### config.mk
export PLATFORM = sky130hd
export DESIGN_NAME = deque_push_pop_front_core_flat
export DESIGN_NICKNAME = d
export VERILOG_FILES = /design/src/hw/rtl/dqpf_pkg.sv /design/src/hw/rtl/dqpf_if.sv /design/src/hw/rtl/dqpf_ram.sv /design/src/hw/rtl/dqpf_datapath.sv /design/src/hw/rtl/dqpf_ctrl.sv /design/src/hw/rtl/deque_push_pop_front_core.sv /design/src/flat_wrapper.sv
export SDC_FILE = /design/constraint.sdc
export NUM_CORES = 1
export LEC_CHECK = 0
export BUFFER_PORTS_ARGS = -buffer_cell sky130_fd_sc_hd__buf_4
export CAP_MARGIN = 25
export CORE_MARGIN = 8
export CORE_UTILIZATION = 65
export DETAILED_ROUTE_END_ITERATION = 6
export GPL_ROUTABILITY_DRIVEN = 0
export HOLD_SLACK_MARGIN = 0.05
export PLACE_DENSITY = 0.85
export SYNTH_ARGS = -nofsm -noshare
export SYNTH_HDL_FRONTEND = slang
export SYNTH_SLANG_ARGS = --single-unit
### constraint.sdc
create_clock -name clk_i -period 9.1 [get_ports clk_i]
set_clock_uncertainty 0.15 [all_clocks]
set_input_delay 0.91 -clock clk_i [delete_from_list [all_inputs] [get_ports clk_i]]
set_output_delay 0.91 -clock clk_i [all_outputs]
set_load 0.05 [all_outputs]
### src/hw/rtl/dqpf_pkg.sv
// Shared types and constants for the output-restricted deque.
`timescale 1ns / 1ps
`default_nettype none

package dqpf_pkg;

  localparam int DEPTH      = 16;
  localparam int DATA_WIDTH = 32;
  localparam int IDX_W      = (DEPTH > 1) ? $clog2(DEPTH) : 1;
  localparam int CNT_W      = $clog2(DEPTH + 1);
  localparam int SUM_W      = IDX_W + 1;
  localparam int FUNC_W     = 2;
  localparam int VALUE_W    = 32;
  localparam int STATUS_W   = 2;
  localparam int DOUT_W     = 32;

  typedef enum logic [FUNC_W-1:0] {
    FN_APPEND = 2'd0,
    FN_PUSH   = 2'd1,
    FN_POP    = 2'd2,
    FN_PEEK   = 2'd3
  } func_e;

  typedef enum logic [STATUS_W-1:0] {
    STAT_OK    = 2'd0,
    STAT_EMPTY = 2'd1,
    STAT_FULL  = 2'd2
  } status_e;

  typedef enum logic [1:0] {
    CTRL_IDLE,
    CTRL_EXEC,
    CTRL_FIN
  } ctrl_state_e;

  // Commands from the controller to the datapath.
  typedef struct packed {
    logic load;
    logic exec;
    logic finish;
  } dp_cmd_t;

  // Status from the datapath to the controller.
  typedef struct packed {
    logic             can_finish;
    logic [CNT_W-1:0] occ;
  } dp_stat_t;

endpackage

`default_nettype wire

### src/hw/rtl/dqpf_if.sv
// Request and response channel interfaces for the deque.
`timescale 1ns / 1ps
`default_nettype none

interface dqpf_req_if;
  logic                                valid;
  logic                                ready;
  dqpf_pkg::func_e                     func;
  logic [dqpf_pkg::VALUE_W-1:0]        value;

  modport source (output valid, output func, output value, input ready);
  modport sink   (input valid, input func, input value, output ready);
endinterface

interface dqpf_rsp_if;
  logic                                valid;
  logic                                ready;
  dqpf_pkg::status_e                   status;
  logic [dqpf_pkg::DOUT_W-1:0]         data_out;
  logic                                now_empty;

  modport source (output valid, output status, output data_out, output now_empty,
                  input ready);
  modport sink   (input valid, input status, input data_out, input now_empty,
                  output ready);
endinterface

`default_nettype wire

### src/hw/rtl/dqpf_ram.sv
// Generic single-clock RAM with one write port and one registered read port.
`timescale 1ns / 1ps
`default_nettype none

module dqpf_ram #(
  parameter int WIDTH = 32,
  parameter int DEPTH = 16
) (
  input  wire                             clk_i,
  input  wire                             we_i,
  input  wire  [$clog2(DEPTH)-1:0]        waddr_i,
  input  wire  [WIDTH-1:0]                wdata_i,
  input  wire                             re_i,
  input  wire  [$clog2(DEPTH)-1:0]        raddr_i,
  output logic [WIDTH-1:0]                rdata_o
);

  logic [WIDTH-1:0] mem_q [DEPTH];

  always_ff @(posedge clk_i) begin
    if (we_i) begin
      mem_q[waddr_i] <= wdata_i;
    end
    if (re_i) begin
      rdata_o <= mem_q[raddr_i];
    end
  end

endmodule

`default_nettype wire

### src/hw/rtl/dqpf_datapath.sv
// Deque datapath: ring pointers, entry RAM and the result register.
`timescale 1ns / 1ps
`default_nettype none

module dqpf_datapath (
  input  wire                                 clk_i,
  input  wire                                 rst_ni,
  input  wire  dqpf_pkg::dp_cmd_t             cmd_i,
  output dqpf_pkg::dp_stat_t                  stat_o,
  input  wire  dqpf_pkg::func_e               func_i,
  input  wire  [dqpf_pkg::VALUE_W-1:0]        value_i,
  output logic                                out_valid_o,
  input  wire                                 out_ready_i,
  output dqpf_pkg::status_e                   out_status_o,
  output logic [dqpf_pkg::DOUT_W-1:0]         out_data_o,
  output logic                                out_empty_o
);

  localparam int IW = dqpf_pkg::IDX_W;
  localparam int CW = dqpf_pkg::CNT_W;
  localparam int SW = dqpf_pkg::SUM_W;
  localparam int DW = dqpf_pkg::DATA_WIDTH;

  // Latched request
  dqpf_pkg::func_e          func_q;
  logic [DW-1:0]            value_q;

  // Ring state
  logic [IW-1:0]            front_q, front_d;
  logic [CW-1:0]            occ_q, occ_d;

  // Pending result between execute and finish
  dqpf_pkg::status_e        pend_status_q, pend_status_d;
  logic                     pend_empty_q, pend_empty_d;
  logic                     pend_rd_q, pend_rd_d;

  // Result register
  logic                     out_valid_q, out_valid_d;
  dqpf_pkg::status_e        out_status_q;
  logic [dqpf_pkg::DOUT_W-1:0] out_data_q;
  logic                     out_empty_q;

  // RAM port signals
  logic                     ram_we, ram_re;
  logic [IW-1:0]            ram_waddr;
  logic [DW-1:0]            ram_rdata;

  logic                     is_insert, is_full, is_empty;
  logic [SW-1:0]            back_sum;
  logic [IW-1:0]            back_idx, front_dec, front_inc;

  assign is_insert = (func_q == dqpf_pkg::FN_APPEND) || (func_q == dqpf_pkg::FN_PUSH);
  assign is_full   = (occ_q == CW'(dqpf_pkg::DEPTH));
  assign is_empty  = (occ_q == '0);

  // Slot just past the back; occupancy is below DEPTH whenever it is used.
  assign back_sum  = SW'(front_q) + SW'(occ_q);
  assign back_idx  = (back_sum >= SW'(dqpf_pkg::DEPTH))
                   ? IW'(back_sum - SW'(dqpf_pkg::DEPTH)) : IW'(back_sum);
  assign front_dec = (front_q == '0) ? IW'(dqpf_pkg::DEPTH - 1) : IW'(front_q - 1'b1);
  assign front_inc = (front_q == IW'(dqpf_pkg::DEPTH - 1)) ? '0 : IW'(front_q + 1'b1);

  always_comb begin
    front_d       = front_q;
    occ_d         = occ_q;
    pend_status_d = pend_status_q;
    pend_empty_d  = pend_empty_q;
    pend_rd_d     = pend_rd_q;
    ram_we        = 1'b0;
    ram_re        = 1'b0;
    ram_waddr     = back_idx;
    if (cmd_i.exec) begin
      pend_status_d = dqpf_pkg::STAT_OK;
      pend_rd_d     = 1'b0;
      if (is_insert) begin
        if (is_full) begin
          pend_status_d = dqpf_pkg::STAT_FULL;
        end else begin
          ram_we = 1'b1;
          occ_d  = CW'(occ_q + 1'b1);
          if (func_q == dqpf_pkg::FN_PUSH) begin
            front_d   = front_dec;
            ram_waddr = front_dec;
          end
        end
      end else begin
        if (is_empty) begin
          pend_status_d = dqpf_pkg::STAT_EMPTY;
        end else begin
          ram_re    = 1'b1;
          pend_rd_d = 1'b1;
          if (func_q == dqpf_pkg::FN_POP) begin
            front_d = front_inc;
            occ_d   = CW'(occ_q - 1'b1);
          end
        end
      end
      pend_empty_d = (occ_d == '0);
    end
  end

  // Finish has priority over a taken result: the controller only finishes
  // when the register is free or being drained this cycle.
  always_comb begin
    out_valid_d = out_valid_q;
    if (out_valid_q && out_ready_i) begin
      out_valid_d = 1'b0;
    end
    if (cmd_i.finish) begin
      out_valid_d = 1'b1;
    end
  end

  always_ff @(posedge clk_i or negedge rst_ni) begin
    if (!rst_ni) begin
      front_q       <= '0;
      occ_q         <= '0;
      out_valid_q   <= 1'b0;
      pend_rd_q     <= 1'b0;
      pend_empty_q  <= 1'b1;
      pend_status_q <= dqpf_pkg::STAT_OK;
    end else begin
      front_q       <= front_d;
      occ_q         <= occ_d;
      out_valid_q   <= out_valid_d;
      pend_rd_q     <= pend_rd_d;
      pend_empty_q  <= pend_empty_d;
      pend_status_q <= pend_status_d;
    end
  end

  always_ff @(posedge clk_i) begin
    if (cmd_i.load) begin
      func_q  <= func_i;
      value_q <= DW'(value_i);
    end
    if (cmd_i.finish) begin
      out_status_q <= pend_status_q;
      out_data_q   <= pend_rd_q ? dqpf_pkg::DOUT_W'(ram_rdata) : '0;
      out_empty_q  <= pend_empty_q;
    end
  end

  dqpf_ram #(
    .WIDTH (DW),
    .DEPTH (dqpf_pkg::DEPTH)
  ) u_ram (
    .clk_i   (clk_i),
    .we_i    (ram_we),
    .waddr_i (ram_waddr),
    .wdata_i (value_q),
    .re_i    (ram_re),
    .raddr_i (front_q),
    .rdata_o (ram_rdata)
  );

  assign stat_o.can_finish = !out_valid_q || out_ready_i;
  assign stat_o.occ        = occ_q;
  assign out_valid_o       = out_valid_q;
  assign out_status_o      = out_status_q;
  assign out_data_o        = out_data_q;
  assign out_empty_o       = out_empty_q;

endmodule

`default_nettype wire

### src/hw/rtl/dqpf_ctrl.sv
// Deque controller: sequences accept, execute and finish of one request.
`timescale 1ns / 1ps
`default_nettype none

module dqpf_ctrl (
  input  wire                         clk_i,
  input  wire                         rst_ni,
  input  wire                         in_valid_i,
  output logic                        in_ready_o,
  input  wire  dqpf_pkg::dp_stat_t    stat_i,
  output dqpf_pkg::dp_cmd_t           cmd_o
);

  dqpf_pkg::ctrl_state_e state_q, state_d;

  always_comb begin
    state_d = state_q;
    unique case (state_q)
      dqpf_pkg::CTRL_IDLE: begin
        if (in_valid_i) state_d = dqpf_pkg::CTRL_EXEC;
      end
      dqpf_pkg::CTRL_EXEC: begin
        state_d = dqpf_pkg::CTRL_FIN;
      end
      dqpf_pkg::CTRL_FIN: begin
        if (stat_i.can_finish) state_d = dqpf_pkg::CTRL_IDLE;
      end
      default: begin
        state_d = dqpf_pkg::CTRL_IDLE;
      end
    endcase
  end

  always_comb begin
    in_ready_o   = 1'b0;
    cmd_o        = '0;
    unique case (state_q)
      dqpf_pkg::CTRL_IDLE: begin
        in_ready_o = 1'b1;
        cmd_o.load = in_valid_i;
      end
      dqpf_pkg::CTRL_EXEC: begin
        cmd_o.exec = 1'b1;
      end
      dqpf_pkg::CTRL_FIN: begin
        cmd_o.finish = stat_i.can_finish;
      end
      default: begin
        in_ready_o = 1'b0;
      end
    endcase
  end

  always_ff @(posedge clk_i or negedge rst_ni) begin
    if (!rst_ni) begin
      state_q <= dqpf_pkg::CTRL_IDLE;
    end else begin
      state_q <= state_d;
    end
  end

endmodule

`default_nettype wire

### src/hw/rtl/deque_push_pop_front_core.sv
// Top level of the output-restricted deque: controller plus datapath.
//
//   channel  dir  handshake     payload
//   req_i    in   valid/ready   func, value
//   rsp_o    out  valid/ready   status, data_out, now_empty
//
// A transaction runs from acceptance to a loaded result in three steps:
// accept, then the ring update and RAM access, then the result load
// (the RAM read is registered, so peek/pop data is ready for the load).
// A new request is accepted while an earlier result still waits in the
// output register; only the result load stalls on rsp_o.ready.
// Reset clears the pointers and occupancy; ring contents stay undefined.
`timescale 1ns / 1ps
`default_nettype none

module deque_push_pop_front_core (
  input  wire        clk_i,
  input  wire        rst_ni,
  dqpf_req_if.sink   req_i,
  dqpf_rsp_if.source rsp_o
);

  dqpf_pkg::dp_cmd_t  dp_cmd;
  dqpf_pkg::dp_stat_t dp_stat;

  // Sequence one transaction at a time.
  dqpf_ctrl u_ctrl (
    .clk_i      (clk_i),
    .rst_ni     (rst_ni),
    .in_valid_i (req_i.valid),
    .in_ready_o (req_i.ready),
    .stat_i     (dp_stat),
    .cmd_o      (dp_cmd)
  );

  // Hold the ring, its pointers and the result register.
  dqpf_datapath u_dp (
    .clk_i        (clk_i),
    .rst_ni       (rst_ni),
    .cmd_i        (dp_cmd),
    .stat_o       (dp_stat),
    .func_i       (req_i.func),
    .value_i      (req_i.value),
    .out_valid_o  (rsp_o.valid),
    .out_ready_i  (rsp_o.ready),
    .out_status_o (rsp_o.status),
    .out_data_o   (rsp_o.data_out),
    .out_empty_o  (rsp_o.now_empty)
  );

`ifndef NO_ASSERTIONS
  // Occupancy never passes the ring size.
  a_occ_bound: assert property (@(posedge clk_i) disable iff (!rst_ni)
    dp_stat.occ <= dqpf_pkg::CNT_W'(dqpf_pkg::DEPTH))
    else $error("deque occupancy above depth");

  // One transaction in flight: no accept right after an accept.
  a_one_in_flight: assert property (@(posedge clk_i) disable iff (!rst_ni)
    (req_i.valid && req_i.ready) |=> !req_i.ready)
    else $error("request accepted while another is in flight");

  // A result only appears after the controller finished a transaction.
  a_rsp_from_finish: assert property (@(posedge clk_i) disable iff (!rst_ni)
    $rose(rsp_o.valid) |-> $past(dp_cmd.finish))
    else $error("result valid without finish");

  // Finish never overwrites a result that is still waiting.
  a_no_overwrite: assert property (@(posedge clk_i) disable iff (!rst_ni)
    dp_cmd.finish |-> (!rsp_o.valid || rsp_o.ready))
    else $error("result register overwritten");
`endif

endmodule

`default_nettype wire

### src/flat_wrapper.sv
// flat-port wrapper written by rule: the top's interface ports become plain ports
module deque_push_pop_front_core_flat 
  (clk_i, rst_ni, req_i_valid, req_i_func, req_i_value, req_i_ready, rsp_o_valid, rsp_o_status, rsp_o_data_out, rsp_o_now_empty, rsp_o_ready);
  dqpf_req_if req_i_i ();
  dqpf_rsp_if rsp_o_i ();
  input  wire clk_i;
  input  wire rst_ni;
  input wire logic [$bits(req_i_i.valid)-1:0] req_i_valid;
  input wire logic [$bits(req_i_i.func)-1:0] req_i_func;
  input wire logic [$bits(req_i_i.value)-1:0] req_i_value;
  output wire logic [$bits(req_i_i.ready)-1:0] req_i_ready;
  output wire logic [$bits(rsp_o_i.valid)-1:0] rsp_o_valid;
  output wire logic [$bits(rsp_o_i.status)-1:0] rsp_o_status;
  output wire logic [$bits(rsp_o_i.data_out)-1:0] rsp_o_data_out;
  output wire logic [$bits(rsp_o_i.now_empty)-1:0] rsp_o_now_empty;
  input wire logic [$bits(rsp_o_i.ready)-1:0] rsp_o_ready;
  assign req_i_i.valid = req_i_valid;
  assign req_i_i.func = req_i_func;
  assign req_i_i.value = req_i_value;
  assign req_i_ready = req_i_i.ready;
  assign rsp_o_valid = rsp_o_i.valid;
  assign rsp_o_status = rsp_o_i.status;
  assign rsp_o_data_out = rsp_o_i.data_out;
  assign rsp_o_now_empty = rsp_o_i.now_empty;
  assign rsp_o_i.ready = rsp_o_ready;
  deque_push_pop_front_core u_core (.clk_i(clk_i), .rst_ni(rst_ni), .req_i(req_i_i), .rsp_o(rsp_o_i));
endmodule
==> qor.txt <==
OUTCOME
--------------------------------------------------------------------------------------------------
Run status                                                                            finished, final reports clean

WORST SETUP PATH
--------------------------------------------------------------------------------------------------
Path depth of the worst reg2reg path                                                             7
Type of the worst setup path                                                          register to register
Arrival time worst endpoint                                                                4300 ps
Reg-to-Reg Start                                                                      u_core.u_dp.front_q[1]$_DFFE_PN0P_
Flop-to-flop setup slack                                                                   4940 ps
Worst EP required                                                                          9240 ps
Critical path launch point type                                                           register
Sort of element at the end of the critical path                                           register
End of the worst register-to-register path                                            u_core.u_dp.u_ram.mem_q[12][9]$_DFFE_PP_
Largest fanout on the critical path                                                             51

POWER
--------------------------------------------------------------------------------------------------
Relative contribution of combinational cells to total power                                  26.6%
PD cells                                                                                303 nW/µm²
Reg power frac                                                                               45.7%
IR drop worst, VDD                                                                        0.187 mV
Switching share of total power                                                               31.3%
Cell internal power dissipation                                                            5.72 mW
Proportion of power drawn by the clock network                                               27.8%
Total net switching power                                                                  2.61 mW
Leakage power summed over all cells                                                        9.09 nW

CTS
--------------------------------------------------------------------------------------------------
Root Driver                                                                           sky130_fd_sc_hd__clkbuf_16
Clock tree from TritonCTS                                                                    built
Post-CTS Setup Repair Bufs                                                                       0
H-tree levels                                                                                    2
Clock insertion delay at the later pin of the skew report                                   600 ps
Number of buffers on the longest clock path                                                      3
Num CTS Buffers                                                                                 58
Clock transition time at the flip-flop clock pins of the worst setup and hold paths          60 ps
Clock sink count                                                                               629

TIMING
--------------------------------------------------------------------------------------------------
Sum of negative setup slack                                                                   0 ps
Tightest slew margin relative to the limit                                                   37.3%
Worst Tran Pin Value                                                                        941 ps
Portion of the clock cycle consumed by the worst path in the final layout                    45.8%
RSZ-0062 raised after global routing                                                            no
Count of final max-slew check failures                                                           0
Number of hold violations in the final report                                                    0
Number of setup violations in the final report                                                   0
Final Critical Period                                                                      4160 ps
Peak Freq                                                                                  240 MHz
Fin worst setup slack                                                                      4940 ps

DETAILED ROUTING
--------------------------------------------------------------------------------------------------
Via count normalized by instance count                                                        6.83
Drt first-iter violations                                                                     1432
Number of nets with antenna violations after routing                                             0
Detailed-route via count                                                                     12601
Remaining design rule violation count                                                            0
Routed length per instance                                                                 29.0 µm
Total Wirelength                                                                           53.5 mm
Drt pass-1 iters                                                                                 5

PLACED DESIGN
--------------------------------------------------------------------------------------------------
Worst-case setup slack after placement                                                     4930 ps
Total half-perimeter wirelength after legalization and detailed placement                  30.3 mm
DP Cell Count                                                                                 1736
Total of buffers placed on input and output ports                                               74

WORST HOLD PATH
--------------------------------------------------------------------------------------------------
Worst hold start                                                                      u_core.u_dp.pend_status_q[1]$_DFFE_PN0P_
Endpoint, Worst Hold                                                                  u_core.u_dp.out_status_o[1]$_DFFE_PP_
Kind of path behind the tightest hold check                                           register to register
Hold Path Cell Cnt                                                                               0

FLOORPLAN
--------------------------------------------------------------------------------------------------
Overall die width                                                                           209 µm
Number of I/O pins                                                                              75
Area of the die                                                                          43600 µm²
Y dimension of the die                                                                      209 µm
Effective utilization at floorplan                                                           65.9%
Core ar.                                                                                 36600 µm²
Cell Rows                                                                                       70

JOB
--------------------------------------------------------------------------------------------------
Number of violations of the max-capacitance limit                                                0

GLOBAL ROUTE
--------------------------------------------------------------------------------------------------
Maximum number of pins on one net before global-route repair                                    59
Global-route usage over all layers                                                           24.3%
Congestion Overflow GR                                                                           0
Antenna violations before repair                                                                 0
Global-route wire length before repair                                                     79.3 mm
Vias in the first global route                                                               13138

SYNTH
--------------------------------------------------------------------------------------------------
Count of cell types in the netlist                                                              57
Register area share after synthesis                                                          77.9%
Async SR Flop Fraction                                                                       2.54%
Number of synthesized flops with an enable pin                                                 613
Synthesized area per cell                                                                 19.6 µm²
Post-synth net total                                                                          1275
Top-area cell type share of the netlist area                                                 76.3%
Ys flop type                                                                          sky130_fd_sc_hd__edfxtp_1
Synth top area cells                                                                  sky130_fd_sc_hd__edfxtp_1 76%, sky130_fd_sc_hd__mux4_2 8.9%, sky130_fd_sc_hd__mux2i_1 2.8%
Syn Inst Count                                                                                1229
Post-Syn Area                                                                            24100 µm²
Count of synthesis-stage warnings from yosys                                                     0
Library cell occupying the most area in the post-synthesis netlist                    sky130_fd_sc_hd__edfxtp_1
Flops & latches, synth                                                                         629

CELLS AND AREA
--------------------------------------------------------------------------------------------------
Area growth syn-to-layout                                                                    14.0%
Number of nets in the finished design                                                         1379
Fraction of layout instances using a drive strength above 1                                  22.7%
Post-Layout Cell Count                                                                        1845

worst max-delay path by stage:
stage                     cells after the start                                from  slack, ps                                         to
after global routing                          7  u_core.u_dp.front_q[1]$_DFFE_PN0P_       4730  u_core.u_dp.u_ram.mem_q[13][15]$_DFFE_PP_
after detailed placement                      6  u_core.u_dp.front_q[1]$_DFFE_PN0P_       4930  u_core.u_dp.u_ram.mem_q[10][18]$_DFFE_PP_
after global placement                        6  u_core.u_dp.front_q[0]$_DFFE_PN0P_       4940  u_core.u_dp.u_ram.mem_q[13][16]$_DFFE_PP_
final                                         7  u_core.u_dp.front_q[1]$_DFFE_PN0P_       4940   u_core.u_dp.u_ram.mem_q[12][9]$_DFFE_PP_
after CTS                                     6  u_core.u_dp.front_q[0]$_DFFE_PN0P_       4850  u_core.u_dp.u_ram.mem_q[10][20]$_DFFE_PP_
after floorplan                              10  u_core.u_dp.front_q[0]$_DFFE_PN0P_       4960   u_core.u_dp.u_ram.mem_q[14][0]$_DFFE_PP_
flip-flops by register name, indices dropped and copies added (netlist names):
signal	flops
u_core.u_ctrl.state_q	2
u_core.u_dp.pend_empty_q	1
u_core.u_dp.pend_status_q	2
u_core.u_dp.out_valid_o	1
u_core.u_dp.occ_q	5
u_core.u_dp.pend_rd_q	1
u_core.u_dp.out_empty_o	1
u_core.u_dp.value_q	32
u_core.u_dp.u_ram.rdata_o	32
u_core.u_dp.u_ram.mem_q	512
u_core.u_dp.front_q	4
u_core.u_dp.out_data_o	32
u_core.u_dp.func_q	2
u_core.u_dp.out_status_o	2
cell usage after synthesis, drive strengths merged (3+ instances only):
library cell / n
edfxtp: 613
mux4: 95
nand2: 74
mux2i: 68
a21oi: 39
and2: 36
nand3: 33
buf: 32
o211ai: 32
a22oi: 31
clkbuf: 31
nor2: 28
dfrtp: 15
o21ai: 15
inv: 8
ha: 7
nor3: 7
nand2b: 6
xor2: 6
a221oi: 5
nor2b: 4
a21o: 3
a31oi: 3
a32oi: 3
o31ai: 3
xnor2: 3
final cells by class:
| type | instances | area (µm²) |
|---|---|---|
| inverter | 9 | 33.8 |
| antenna | 1 | 2.50 |
| clock buffer | 70 | 1520 |
| multi-input combinational | 528 | 5140 |
| clock inverter | 33 | 256 |
| timing repair buffer | 107 | 1150 |
| tap | 468 | 586 |
| fill | 1906 | 9100 |
| sequential | 629 | 18800 |
cells by family after synthesis:
family	after synthesis	synth area share, %
mux	165	11.8
buf+inv	72	1.39
simple gates	199	4.04
flops	629	77.9
xor+xnor	9	0.327
fa+ha+maj	8	0.446
compound gates	147	4.11
worst max-delay path, cell delays in order, from the launching register on:
cell	delay, ps
sky130_fd_sc_hd__dfrtp_4	890
sky130_fd_sc_hd__buf_4	750
sky130_fd_sc_hd__o31ai_1	170
sky130_fd_sc_hd__o31ai_1	180
sky130_fd_sc_hd__nor2_1	120
sky130_fd_sc_hd__a2111o_1	580
sky130_fd_sc_hd__nor2_4	620
sky130_fd_sc_hd__buf_16	260
power groups by stage:
stage          combinational (mW)  clock [mW]  sequential, mW
2_1_floorplan                1.47           0            3.81
3_3_place_gp                 2.00           0            3.83
3_5_place_dp                 2.12           0            3.85
4_1_cts                      2.17        2.33            3.80
5_1_grt                      2.34        2.43            3.83
6_report                     2.21        2.31            3.80
through the flow:
| step | util, % | cell area [µm²] | power [mW] | hold WS (ps) |
|---|---|---|---|---|
| 2_1_floorplan | - | 24100 | 5.28 | 275 |
| 3_3_place_gp | 68.9 | 25200 | 5.83 | 282 |
| 3_5_place_dp | 70.0 | 25600 | 5.97 | 283 |
| 4_1_cts | 74.9 | 27400 | 8.30 | 298 |
| 5_1_grt | 75.1 | 27500 | 8.60 | 314 |
| 6_report | 75.1 | 27500 | 8.32 | 299 |
placed cells by master, fill, tap and decap left out, types with 13 or more instances in the layout:
cell type	n
sky130_fd_sc_hd__edfxtp_1	613
sky130_fd_sc_hd__a21oi_1	39
sky130_fd_sc_hd__buf_4	86
sky130_fd_sc_hd__buf_16	13
sky130_fd_sc_hd__o211ai_1	32
sky130_fd_sc_hd__nand3_1	33
sky130_fd_sc_hd__clkbuf_16	59
sky130_fd_sc_hd__nor2_4	17
sky130_fd_sc_hd__mux2i_1	68
sky130_fd_sc_hd__mux4_2	95
sky130_fd_sc_hd__and2_1	35
sky130_fd_sc_hd__clkinv_1	14
sky130_fd_sc_hd__a22oi_1	31
sky130_fd_sc_hd__nand2_1	74
layer usage:
| layer | track usage (%) | up-vias | share of wire, % |
|---|---|---|---|
| met5 | 0 | - | 0 |
| met4 | 10.7 | 0 | 3.8 |
| met3 | 3.71 | 151 | 8.3 |
| met2 | 41.3 | 802 | 51 |
| met1 | 31.0 | 6453 | 37 |
| li1 | - | 5195 | - |
repair_timing:
| action | 4_1_cts | 5_1_grt |
|---|---|---|
| endpoints found under the hold margin | 15 | 0 |
| setup endpoints to repair | 0 | 0 |
| resized for setup | 0 | 0 |
| hold buffers | 1 | 0 |
Power figures use the tool's default switching activity.
